**config.mk**
```make
export PLATFORM = sky130hd
export DESIGN_NAME = ordered_list_engine
export DESIGN_NICKNAME = d
export VERILOG_FILES = /design/src/rtl/core/ole_pkg.sv /design/src/rtl/core/ole_ctrl.sv /design/src/rtl/core/ole_dp.sv /design/src/rtl/core/ordered_list_engine.sv
export VERILOG_INCLUDE_DIRS = /design/src /design/src/rtl/core
export SDC_FILE = /design/constraint.sdc
export NUM_CORES = 2
export LEC_CHECK = 0
export BUFFER_PORTS_ARGS = -buffer_cell sky130_fd_sc_hd__buf_2
export CAP_MARGIN = 20
export CORE_UTILIZATION = 26
export CTS_BUF_LIST = sky130_fd_sc_hd__clkbuf_8
export CTS_CLUSTER_DIAMETER = 30
export DETAILED_ROUTE_END_ITERATION = 16
export GPL_TIMING_DRIVEN = 1
export HOLD_SLACK_MARGIN = 0.03
export PLACE_DENSITY = 0.46
export SKIP_CTS_REPAIR_TIMING = 1
export SLEW_MARGIN = 20
export SYNTH_ARGS = -nofsm -noshare
export SYNTH_HDL_FRONTEND = slang
export SYNTH_HIERARCHICAL = 1
export SYNTH_SLANG_ARGS = --single-unit
```
**constraint.sdc**
```tcl
create_clock -name clk -period 7.25 [get_ports clk]
set_input_delay 1.45 -clock clk [delete_from_list [all_inputs] [get_ports clk]]
set_output_delay 1.45 -clock clk [all_outputs]
set_load 0.01 [all_outputs]
```
**src/rtl/core/ordered_list_engine_macros.svh**
```systemverilog
// assertion macros for the ordered list engine
// used by the controller and datapath files; expects clk and rst_n in scope
`ifndef ORDERED_LIST_ENGINE_MACROS_SVH
`define ORDERED_LIST_ENGINE_MACROS_SVH

// checked only outside reset
`define OLE_ASSERT(label, prop, msg) \
  label: assert property (@(posedge clk) disable iff (!rst_n) prop) else $error(msg);

// checked at every edge, reset included
`define OLE_ASSERT_ALWAYS(label, prop, msg) \
  label: assert property (@(posedge clk) prop) else $error(msg);

`endif

```
**src/rtl/core/ole_pkg.sv**
```systemverilog
// shared types and constants of the ordered list engine
// no dependencies; used by ole_ctrl, ole_dp and ordered_list_engine
`default_nettype none

package ole_pkg;

  localparam int DEPTH     = 16;
  localparam int IDX_W     = $clog2(DEPTH);
  localparam int CNT_W     = $clog2(DEPTH + 1);
  localparam int POS_W     = 8;
  localparam int CMP_W     = POS_W + 1;
  localparam int DATA_W    = 32;
  localparam int FPOS_W    = 7;
  localparam int COUNT_W   = 7;
  localparam int STAT_W    = 3;
  localparam int CMD_W     = 2;
  localparam int IN_DATA_W  = 40;
  localparam int OUT_DATA_W = 56;

  typedef enum logic [CMD_W-1:0] {
    CMD_INSERT = 2'd0,
    CMD_DELETE = 2'd1,
    CMD_SEARCH = 2'd2,
    CMD_DUMP   = 2'd3
  } ole_cmd_t;

  typedef enum logic [STAT_W-1:0] {
    ST_OK       = 3'd0,
    ST_BADPOS   = 3'd1,
    ST_FULL     = 3'd2,
    ST_EMPTY    = 3'd3,
    ST_NOTFOUND = 3'd4
  } ole_status_t;

  typedef enum logic [1:0] {
    S_IDLE = 2'd0,
    S_EXEC = 2'd1,
    S_SRCH = 2'd2,
    S_DUMP = 2'd3
  } ole_state_t;

  // controller to datapath
  typedef struct packed {
    logic capture;
    logic op_exec;
    logic match_en;
    logic srch_out;
    logic dump_out;
  } ole_ctl_t;

  // datapath to controller
  typedef struct packed {
    ole_cmd_t cmd;
    logic     empty;
    logic     dump_end;
    logic     slot_free;
  } ole_sts_t;

endpackage

`default_nettype wire

```
**src/rtl/core/ole_ctrl.sv**
```systemverilog
// command sequencer of the ordered list engine
// depends on ole_pkg and ordered_list_engine_macros.svh
`default_nettype none

`include "ordered_list_engine_macros.svh"

module ole_ctrl (
  input  wire logic              clk,
  input  wire logic              rst_n,
  input  wire logic              in_valid,
  output logic                   in_ready,
  input  wire ole_pkg::ole_sts_t sts,
  output ole_pkg::ole_ctl_t      ctl
);

  ole_pkg::ole_state_t state_r, state_nxt;

  always_ff @(posedge clk) begin
    if (!rst_n) begin
      state_r <= ole_pkg::S_IDLE;
    end else begin
      state_r <= state_nxt;
    end
  end

  always_comb begin
    state_nxt = state_r;
    ctl       = '0;
    in_ready  = 1'b0;
    case (state_r)
      ole_pkg::S_IDLE: begin
        in_ready = 1'b1;
        if (in_valid) begin
          ctl.capture = 1'b1;
          state_nxt   = ole_pkg::S_EXEC;
        end
      end
      ole_pkg::S_EXEC: begin
        // search and dump of a non-empty list take their own states
        if (sts.cmd == ole_pkg::CMD_SEARCH && !sts.empty) begin
          ctl.match_en = 1'b1;
          state_nxt    = ole_pkg::S_SRCH;
        end else if (sts.cmd == ole_pkg::CMD_DUMP && !sts.empty) begin
          state_nxt = ole_pkg::S_DUMP;
        end else if (sts.slot_free) begin
          ctl.op_exec = 1'b1;
          state_nxt   = ole_pkg::S_IDLE;
        end
      end
      ole_pkg::S_SRCH: begin
        if (sts.slot_free) begin
          ctl.srch_out = 1'b1;
          state_nxt    = ole_pkg::S_IDLE;
        end
      end
      ole_pkg::S_DUMP: begin
        if (sts.slot_free) begin
          ctl.dump_out = 1'b1;
          if (sts.dump_end) begin
            state_nxt = ole_pkg::S_IDLE;
          end
        end
      end
      default: begin
        state_nxt = ole_pkg::S_IDLE;
      end
    endcase
  end

  `OLE_ASSERT(a_ctl_onehot, $onehot0({ctl.capture, ctl.op_exec, ctl.match_en, ctl.srch_out, ctl.dump_out}), "more than one datapath command")
  `OLE_ASSERT(a_capture_then_exec, ctl.capture |=> state_r == ole_pkg::S_EXEC, "capture not followed by execute")
  `OLE_ASSERT_ALWAYS(a_reset_idle, !rst_n |=> state_r == ole_pkg::S_IDLE, "controller not idle after reset")

endmodule

`default_nettype wire

```
**src/rtl/core/ole_dp.sv**
```systemverilog
// datapath of the ordered list engine: entry cell chain, count, match vector
// and result register; depends on ole_pkg and ordered_list_engine_macros.svh
`default_nettype none

`include "ordered_list_engine_macros.svh"

module ole_dp (
  input  wire logic                                 clk,
  input  wire logic                                 rst_n,
  input  wire ole_pkg::ole_ctl_t                    ctl,
  output ole_pkg::ole_sts_t                         sts,
  input  wire ole_pkg::ole_cmd_t                    in_cmd,
  input  wire logic        [ole_pkg::POS_W-1:0]     in_position,
  input  wire logic signed [ole_pkg::DATA_W-1:0]    in_value,
  output logic                                      out_valid,
  input  wire logic                                 out_ready,
  output ole_pkg::ole_status_t                      out_status,
  output logic signed [ole_pkg::DATA_W-1:0]         out_data,
  output logic        [ole_pkg::FPOS_W-1:0]         out_fpos,
  output logic        [ole_pkg::COUNT_W-1:0]        out_count,
  output logic                                      out_last
);

  localparam int DEPTH  = ole_pkg::DEPTH;
  localparam int IDX_W  = ole_pkg::IDX_W;
  localparam int CNT_W  = ole_pkg::CNT_W;
  localparam int CMP_W  = ole_pkg::CMP_W;
  localparam int DATA_W = ole_pkg::DATA_W;
  localparam int POS_W  = ole_pkg::POS_W;
  localparam int FPOS_W = ole_pkg::FPOS_W;

  // captured command
  ole_pkg::ole_cmd_t          cmd_r;
  logic [POS_W-1:0]           pos_r;
  logic signed [DATA_W-1:0]   val_r;

  logic signed [DATA_W-1:0]   cells_r   [DEPTH];
  logic signed [DATA_W-1:0]   cells_nxt [DEPTH];
  logic [CNT_W-1:0]           occ_r, occ_nxt;
  logic [IDX_W-1:0]           ptr_r, ptr_nxt;
  logic [DEPTH-1:0]           match_r, match_nxt;

  logic                       out_valid_r, out_valid_nxt;
  ole_pkg::ole_status_t       status_r, status_nxt;
  logic signed [DATA_W-1:0]   data_r, data_nxt;
  logic [FPOS_W-1:0]          fpos_r, fpos_nxt;
  logic [ole_pkg::COUNT_W-1:0] count_r, count_nxt;
  logic                       last_r, last_nxt;

  logic [CMP_W-1:0]           pos_x, occ_x, pos_m1_x;
  logic [POS_W-1:0]           pos_m1;
  logic                       full, empty, ins_ok, del_ok, dump_end, slot_free, load;
  logic                       do_ins, do_del, found;
  logic [IDX_W-1:0]           rd_idx;
  logic signed [DATA_W-1:0]   rd_data;
  logic [FPOS_W-1:0]          fpos_enc;

  always_comb begin
    pos_x    = CMP_W'(pos_r);
    occ_x    = CMP_W'(occ_r);
    pos_m1   = pos_r - 1'b1;
    pos_m1_x = pos_x - CMP_W'(1);
    full     = (occ_r == CNT_W'(DEPTH));
    empty    = (occ_r == '0);
    ins_ok   = !full && (pos_x != '0) && (pos_x <= occ_x + CMP_W'(1));
    del_ok   = !empty && (pos_x != '0) && (pos_x <= occ_x);
    do_ins   = ctl.op_exec && (cmd_r == ole_pkg::CMD_INSERT) && ins_ok;
    do_del   = ctl.op_exec && (cmd_r == ole_pkg::CMD_DELETE) && del_ok;
    dump_end = (CNT_W'(ptr_r) == occ_r - CNT_W'(1));
    slot_free = !out_valid_r || out_ready;
    load     = ctl.op_exec || ctl.srch_out || ctl.dump_out;
    // single read port shared by delete and dump
    rd_idx   = ctl.dump_out ? ptr_r : pos_m1[IDX_W-1:0];
    rd_data  = cells_r[rd_idx];
  end

  // cell chain: insert shifts up from the position, delete shifts down into it
  for (genvar g = 0; g < DEPTH; g++) begin : g_cell
    always_comb begin
      cells_nxt[g] = cells_r[g];
      if (do_ins) begin
        if (CMP_W'(g) == pos_m1_x) begin
          cells_nxt[g] = val_r;
        end else if (CMP_W'(g) > pos_m1_x) begin
          if (g > 0) begin
            cells_nxt[g] = cells_r[(g > 0) ? g - 1 : 0];
          end
        end
      end else if (do_del) begin
        if (CMP_W'(g) >= pos_m1_x && g < DEPTH - 1) begin
          cells_nxt[g] = cells_r[(g < DEPTH - 1) ? g + 1 : g];
        end
      end
    end
    assign match_nxt[g] = (cells_r[g] == val_r) && (CNT_W'(g) < occ_r);
  end

  always_ff @(posedge clk) begin
    for (int i = 0; i < DEPTH; i++) begin
      cells_r[i] <= cells_nxt[i];
    end
  end

  // lowest matching cell wins
  always_comb begin
    fpos_enc = '0;
    for (int i = DEPTH - 1; i >= 0; i--) begin
      if (match_r[i]) begin
        fpos_enc = FPOS_W'(i + 1);
      end
    end
    found = |match_r;
  end

  always_comb begin
    occ_nxt = occ_r;
    if (do_ins) begin
      occ_nxt = occ_r + CNT_W'(1);
    end else if (do_del) begin
      occ_nxt = occ_r - CNT_W'(1);
    end

    ptr_nxt = ptr_r;
    if (ctl.capture) begin
      ptr_nxt = '0;
    end else if (ctl.dump_out) begin
      ptr_nxt = dump_end ? '0 : ptr_r + IDX_W'(1);
    end

    status_nxt = status_r;
    data_nxt   = data_r;
    fpos_nxt   = fpos_r;
    count_nxt  = count_r;
    last_nxt   = last_r;
    if (ctl.op_exec) begin
      data_nxt  = '0;
      fpos_nxt  = '0;
      last_nxt  = 1'b1;
      count_nxt = ole_pkg::COUNT_W'(occ_nxt);
      case (cmd_r)
        ole_pkg::CMD_INSERT: begin
          status_nxt = full ? ole_pkg::ST_FULL :
                       (ins_ok ? ole_pkg::ST_OK : ole_pkg::ST_BADPOS);
        end
        ole_pkg::CMD_DELETE: begin
          status_nxt = empty ? ole_pkg::ST_EMPTY :
                       (del_ok ? ole_pkg::ST_OK : ole_pkg::ST_BADPOS);
          data_nxt   = del_ok ? rd_data : '0;
        end
        default: begin
          status_nxt = ole_pkg::ST_EMPTY;
        end
      endcase
    end else if (ctl.srch_out) begin
      status_nxt = found ? ole_pkg::ST_OK : ole_pkg::ST_NOTFOUND;
      data_nxt   = '0;
      fpos_nxt   = found ? fpos_enc : '0;
      last_nxt   = 1'b1;
      count_nxt  = ole_pkg::COUNT_W'(occ_r);
    end else if (ctl.dump_out) begin
      status_nxt = ole_pkg::ST_OK;
      data_nxt   = rd_data;
      fpos_nxt   = '0;
      last_nxt   = dump_end;
      count_nxt  = ole_pkg::COUNT_W'(occ_r);
    end

    if (load) begin
      out_valid_nxt = 1'b1;
    end else if (out_ready) begin
      out_valid_nxt = 1'b0;
    end else begin
      out_valid_nxt = out_valid_r;
    end
  end

  always_ff @(posedge clk) begin
    if (!rst_n) begin
      occ_r       <= '0;
      ptr_r       <= '0;
      out_valid_r <= 1'b0;
    end else begin
      occ_r       <= occ_nxt;
      ptr_r       <= ptr_nxt;
      out_valid_r <= out_valid_nxt;
    end
  end

  always_ff @(posedge clk) begin
    if (ctl.capture) begin
      cmd_r <= in_cmd;
      pos_r <= in_position;
      val_r <= in_value;
    end
    if (ctl.match_en) begin
      match_r <= match_nxt;
    end
    status_r <= status_nxt;
    data_r   <= data_nxt;
    fpos_r   <= fpos_nxt;
    count_r  <= count_nxt;
    last_r   <= last_nxt;
  end

  assign sts.cmd       = cmd_r;
  assign sts.empty     = empty;
  assign sts.dump_end  = dump_end;
  assign sts.slot_free = slot_free;

  assign out_valid  = out_valid_r;
  assign out_status = status_r;
  assign out_data   = data_r;
  assign out_fpos   = fpos_r;
  assign out_count  = count_r;
  assign out_last   = last_r;

  `OLE_ASSERT(a_occ_bound, occ_r <= CNT_W'(DEPTH), "entry count above depth")
  `OLE_ASSERT(a_load_free, load |-> slot_free, "result loaded over an unread word")
  `OLE_ASSERT(a_ins_count, do_ins |=> occ_r == $past(occ_r) + CNT_W'(1), "insert did not grow the list")
  `OLE_ASSERT(a_dump_wrap, (ctl.dump_out && dump_end) |=> (ptr_r == '0 && out_last), "dump end not marked")

endmodule

`default_nettype wire

```
**src/rtl/core/ordered_list_engine.sv**
```systemverilog
// Ordered list engine: keeps up to DEPTH signed 32-bit entries in order.
// Input channel in_*: one command word per handshake. in_tuser carries the
// command (insert, delete, search, dump), in_tdata the position and value.
// Result channel out_*: insert, delete and search give one word; dump gives
// one word per entry (one word if the list is empty); out_tlast marks the
// final word of each command.
// Sequence: a command is captured in the idle state and worked on in the
// execute state, which for insert, delete and an empty-list command writes
// the result register behind out_tvalid. Search compares all cells in
// parallel into a match register in the execute state, then encodes the
// first match in the search state. Dump goes through the execute state to
// the dump state, then gives one entry a cycle, while the receiver does not
// stall, through the single read port of the cell chain. One command at a time.
// Reset (rst_n low, synchronous) empties the list and drops any pending
// result; cell contents are kept but never read past the entry count.
// The result register frees the input side: the next command is taken
// while a result waits. If the receiver stalls, the word holds and the
// engine waits before writing the next result.
// Depends on ole_pkg, ole_ctrl and ole_dp.
`default_nettype none

module ordered_list_engine (
  input  wire logic                               clk,
  input  wire logic                               rst_n,
  input  wire logic                               in_tvalid,
  output logic                                    in_tready,
  // position[7:0], value[39:8]
  input  wire logic [ole_pkg::IN_DATA_W-1:0]      in_tdata,
  // cmd[1:0]
  input  wire logic [ole_pkg::CMD_W-1:0]          in_tuser,
  output logic                                    out_tvalid,
  input  wire logic                               out_tready,
  // status[2:0], data_out[34:3], found_position[41:35], entry_count[48:42], zero pad
  output logic [ole_pkg::OUT_DATA_W-1:0]          out_tdata,
  output logic                                    out_tlast
);

  ole_pkg::ole_ctl_t                   ctl;
  ole_pkg::ole_sts_t                   sts;
  ole_pkg::ole_status_t                res_status;
  logic signed [ole_pkg::DATA_W-1:0]   res_data;
  logic [ole_pkg::FPOS_W-1:0]          res_fpos;
  logic [ole_pkg::COUNT_W-1:0]         res_count;

  ole_ctrl u_ctrl (
    .clk      (clk),
    .rst_n    (rst_n),
    .in_valid (in_tvalid),
    .in_ready (in_tready),
    .sts      (sts),
    .ctl      (ctl)
  );

  ole_dp u_dp (
    .clk         (clk),
    .rst_n       (rst_n),
    .ctl         (ctl),
    .sts         (sts),
    .in_cmd      (ole_pkg::ole_cmd_t'(in_tuser)),
    .in_position (in_tdata[ole_pkg::POS_W-1:0]),
    .in_value    (in_tdata[ole_pkg::POS_W +: ole_pkg::DATA_W]),
    .out_valid   (out_tvalid),
    .out_ready   (out_tready),
    .out_status  (res_status),
    .out_data    (res_data),
    .out_fpos    (res_fpos),
    .out_count   (res_count),
    .out_last    (out_tlast)
  );

  assign out_tdata = {7'd0, res_count, res_fpos, res_data, res_status};

endmodule

`default_nettype wire
```
Word-level counts from Yosys, hierarchy flattened
Memory sizes are Yosys's and may differ from the RTL's.
Cells that the tools add are included.
{"block": "word_totals", "reg_bits": 118, "ram_bits": 512, "output_inout_bits": 59, "word_cells": 291, "mem_count": 1}
{"block": "op_classes", "addsub": 6, "magnitude_cmp": 48, "eq_ne": 42, "n_mux": 136, "n_bitwise": 1, "n_reduce_logical": 44}
{"name": "u_dp.cells_r", "depth": 16, "word_bits": 32, "read_ports": 17, "rd_ports_with_merged_regs": 0, "write_ports": 16, "line_no": "ole_dp.sv:37", "source": "logic signed [DATA_W-1:0] cells_r [DEPTH];"}
{"op": "32-bit 2-to-1 mux", "n": 82}
{"op": "32-bit == test", "n": 16}
{"op": "5-bit 2-to-1 mux", "n": 22}
{"op": "4-bit by 9-bit == test with 1-bit output (first input constant)", "n": 8}
{"op": "4-bit by 9-bit > comparator with 1-bit output (first input constant)", "n": 8}
{"op": "4-bit by 9-bit greater-or-equal comparator with 1-bit output (first input constant)", "n": 7}
{"op": "4-bit by 5-bit less-than comparator with 1-bit output (first input constant)", "n": 8}
{"op": "3-bit by 9-bit == test with 1-bit output (first input constant)", "n": 4}
{"op": "3-bit by 9-bit greater-or-equal comparator with 1-bit output (first input constant)", "n": 4}
{"op": "3-bit by 9-bit > comparator with 1-bit output (first input constant)", "n": 4}
{"op": "1-bit logical AND", "n": 26}
{"op": "3-bit by 5-bit less-than comparator with 1-bit output (first input constant)", "n": 4}
{"op": "2-bit by 9-bit == test with 1-bit output (first input constant)", "n": 2}
{"op": "1-bit by 9-bit greater-or-equal comparator with 1-bit output (first input constant)", "n": 2}
{"op": "2-bit by 9-bit greater-or-equal comparator with 1-bit output (first input constant)", "n": 2}
{"op": "2-bit by 9-bit > comparator with 1-bit output (first input constant)", "n": 2}
{"op": "3-bit 2-to-1 mux", "n": 6}
{"op": "16-bit OR reduction", "n": 1}
{"op": "2-bit 2-to-1 mux", "n": 7}
{"op": "7-bit 2-to-1 mux", "n": 2}
{"op": "1-bit 2-to-1 mux", "n": 13}
{"op": "1-bit by 5-bit less-than comparator with 1-bit output (first input constant)", "n": 2}
{"op": "2-bit by 5-bit less-than comparator with 1-bit output (first input constant)", "n": 2}
{"op": "1-bit by 9-bit == test with 1-bit output (first input constant)", "n": 1}
{"op": "29 further kinds", "n": 42}

Depth between registers and ports, before layout
{"block": "depth", "depth_word": 18, "mapped_depth": 15, "depth_no_buf": 11}

By module
The synthesis kept the hierarchy.
{"mod": "ole_dp", "n_inst": 1, "cells_per_inst": 4340, "area_per_inst_um2": 40639.0, "seq_area_each_um2": 18637.9}
{"mod": "ole_ctrl", "n_inst": 1, "cells_per_inst": 23, "area_per_inst_um2": 188.9, "seq_area_each_um2": 40.0}
{"mod": "ordered_list_engine", "n_inst": 1, "cells_per_inst": 8, "area_per_inst_um2": 56.3, "seq_area_each_um2": 0.0}

Least setup slack after synthesis
OpenSTA, ideal clock, no wires.
{"block": "synth_timing", "kind": "input to register", "startpoint": "input out_tready", "endpoint": "memory u_dp.cells_r[0][0], enable pin", "setup_ns": 0.461, "arrival_ns": 4.997, "setup_slack_ns": 1.792, "stages": 10, "path_buffers": 4, "cell_sequence": "nand2b_1 > buf_4 > and3_1 > nand2_1 > or3_1 > clkbuf_1 > buf_4 > clkbuf_1 > a22oi_1 > nor3_1"}
{"item": "start, declared", "line_no": "ordered_list_engine.sv:32", "source": "input wire logic out_tready,"}
{"item": "end, declared", "line_no": "ole_dp.sv:37"}

==> results.json <==
{
  "rsz0062_at_grt": "false",
  "antenna_found_initial": 13,
  "drtPass1Iterations": 6,
  "syn-cell-area_sq_um": 40900,
  "coreArea_sq_um": 156000,
  "synth.distinct_cells": 68,
  "drt_wl_total_mm": 190,
  "setup_tns_ns": 0,
  "grt_pass1_wl_mm": 263,
  "clkSinkCount": 628,
  "top_level_ports": 105,
  "hpwl_mm": 128,
  "htree_levels": 4,
  "die-area_sq_um": 159000,
  "setup_viol": 0,
  "crit_family": "buffers and inverters",
  "cpMaxStageDelayCell": "buf_4",
  "cts-buffers-inserted": 187,
  "max_freq_mhz": 201,
  "met2_usage_pct": 33.7,
  "grt-busiest-layer": "met1",
  "synth_compound_area_share_pct": 7.66,
  "hold_viol": 0,
  "synth.top_cell.area_share_pct": 44.8,
  "critical_path_class": "reg -> reg",
  "path_max_fanout": 93,
  "yosysSeqAreaShare_pct": 45.7,
  "cts_tree": "built",
  "drt_iter0_drc": 5200,
  "fin_crit_sh_pct": 68.8,
  "synth-simple-area-share_pct": 18.4,
  "synth_area_leaders": "edfxtp_1 (45%), mux2i_1 (11%), nand2_1 (10%)",
  "path_clk_slew_ns": 0.05,
  "tightestPinTransition_ns": 1.26,
  "synth_largest_area_cell": "edfxtp_1",
  "cp_num_buf_inv": 4,
  "avgSynthCellArea_sq_um": 9.35,
  "stdcell_count": 6567,
  "area_growth_pct": 15.9,
  "yosysMostFrequentCell": "nand2_1",
  "ys_async_sr_fraction_pct": 0,
  "yosysWarnings": 6,
  "die_h_microns": 399,
  "numPortBuffers": 93,
  "use_met3_pct": 5.72,
  "period_needed_ns": 4.99,
  "critical_path_arrival_ns": 5.62,
  "fin_nets": 4424,
  "grt_max_degree": 199,
  "via_per_inst": 5.42,
  "hold_class": "reg -> reg",
  "synthTopCellsByCount": "nand2_1 (1087), edfxtp_1 (610), mux2i_1 (452), o21ai_0 (362), xor2_1 (291)",
  "critPathCaptureType": "register",
  "fin_skew_ns": 0.0565,
  "num_rows": 145,
  "grt-ovfl-total": 0,
  "maxSlewViolCount": 0,
  "met1_usage_pct": 33.8,
  "clk_latency_ns": 0.93,
  "cts_root_buffer": "clkbuf_8",
  "max_cap_violations": 0,
  "power_density_nw_per_um2": 220,
  "ys_ff_latch": 628,
  "routabilityCongestion": 0.962,
  "grt_pass1_vias": 32700,
  "initial_utilization_pct": 26.2,
  "p_leak_nw": 20.3,
  "die_x_microns": 399,
  "critPathRequiredTime_ns": 7.88,
  "synthAdderAreaFrac_pct": 0.581,
  "synth-edff-count": 610,
  "worstSetupStartpointType": "register",
  "drc": 0,
  "dp_cells": 6228,
  "vdd_drop_max_mv": 0.175,
  "muxShareOfSynthArea_pct": 12.0,
  "final_antenna_net_count": 0,
  "slowest_delay_ns": 0.85,
  "relSlewSlack_pct": 15.3,
  "synth-xor-area-share_pct": 11.2,
  "grtUsageTotal_pct": 23.3,
  "syn_inst": 4371,
  "routedWlPerCell_microns": 28.9,
  "worstPathCellList": "inv_1 -> ha_1 -> inv_1 -> ha_1 -> nor2b_1 -> o21bai_1 -> a21oi_1 -> or3_4 -> buf_4 -> buf_4 -> o21ai_0",
  "ys.flop_type": "edfxtp_1",
  "cts_buffer_depth": 3,
  "drive_above_1_share_pct": 12.2,
  "status": "finished clean",
  "synth_top_family_by_area": "simple AND/OR/NAND/NOR gates",
  "vias": 35600
}
-- per-stage QoR --
| stage | util, % | hold WS, ns | worst slack [ns] | power (mW) | instance area [sq um] |
|---|---|---|---|---|---|
| 2_1_floorplan | - | 0.474 | 1.79 | 4.69 | 40900 |
| 3_3_place_gp | 27.8 | 0.457 | 2.13 | 5.18 | 43500 |
| 3_5_place_dp | 27.9 | 0.450 | 2.31 | 5.18 | 43500 |
| 4_1_cts | 30.3 | 0.471 | 2.30 | 10.5 | 47400 |
| 5_1_grt | 30.3 | 0.483 | 1.94 | 10.7 | 47400 |
| 6_report | 30.3 | 0.459 | 2.26 | 10.4 | 47400 |
-- final timing paths --
kind              cells after the start                              to                          start  slack [ns]
setup / recovery                     11  u_dp/cells_r[11][28]$_DFFE_PP_       u_dp/occ_r[0]$_SDFF_PN0_        2.26
hold / removal                        2   u_dp/out_fpos[3]$_SDFFE_PP0P_  u_dp/out_fpos[3]$_SDFFE_PP0P_        0.46
setup reg to reg                     11  u_dp/cells_r[11][28]$_DFFE_PP_       u_dp/occ_r[0]$_SDFF_PN0_        2.26
hold reg to reg                       2   u_dp/out_fpos[3]$_SDFFE_PP0P_  u_dp/out_fpos[3]$_SDFFE_PP0P_        0.46
-- area by class of cell --
cell class,count,area (sq um)
well taps,2058,2570
inverters,23,86.3
repair buffers,194,1360
fillers,16400,109000
multi-input cells,3325,20800
clock buffers,189,2600
flip-flops and latches,628,18700
diodes,2,5.00
clock inverters,148,1270
-- placed cells by master, fill, tap and decap left out, types with 40 or more instances in the layout --
| cell | n |
|---|---|
| nor4_1 | 80 |
| buf_4 | 90 |
| xnor2_1 | 234 |
| xor2_1 | 291 |
| nand3_1 | 281 |
| o21ai_0 | 362 |
| clkbuf_8 | 189 |
| edfxtp_1 | 610 |
| mux2i_1 | 450 |
| nand4_1 | 138 |
| clkinv_1 | 40 |
| inv_1 | 52 |
| nand2_1 | 1084 |
| o21ai_1 | 103 |
| buf_2 | 93 |
-- layer usage --
metal  up-vias  wire [microns]  part of all wire (%)
li1      15500               -                     -
met1     17700           83400                    44
met2      2125           80100                    42
met3       290           20700                    11
met4         6            5470                   2.9
met5         -              42                 0.022
-- flip-flops by register name (all words and copies together), names as in the netlist --
| name | cells |
|---|---|
| u_ctrl/state_r | 2 |
| u_dp/cells_r | 512 |
| u_dp/cmd_r | 2 |
| u_dp/match_r | 16 |
| u_dp/occ_r | 5 |
| u_dp/out_count | 5 |
| u_dp/out_data | 32 |
| u_dp/out_fpos | 5 |
| u_dp/out_last | 1 |
| u_dp/out_status | 3 |
| u_dp/out_valid | 1 |
| u_dp/pos_r | 8 |
| u_dp/ptr_r | 4 |
| u_dp/val_r | 32 |
-- power by group --
part	internal, mW	switching [mW]	leakage [nW]
Clock	3.15	2.13	2.08
Combinational	0.289	0.822	12.5
Sequential	3.99	0.0534	5.70
-- logic make-up (layout without fill, tap and decap cells) --
group,count (synthesis),after routing
mux,485,485
xor+xnor,525,525
fa+ha+maj,19,19
simple gates,1705,1705
compound gates,580,580
flops,628,628
other cells,2,13
buf+inv,427,554
-- worst register-to-register path, stage by stage, from the launching register on --
cell      delay (ns)
dfxtp_1         0.71
inv_1           0.16
ha_1            0.46
inv_1           0.08
ha_1            0.29
nor2b_1         0.13
o21bai_1        0.08
a21oi_1         0.38
or3_4           0.73
buf_4           0.90
buf_4           0.61
o21ai_0         0.20
No activity file was read; power rests on OpenSTA's default activity.
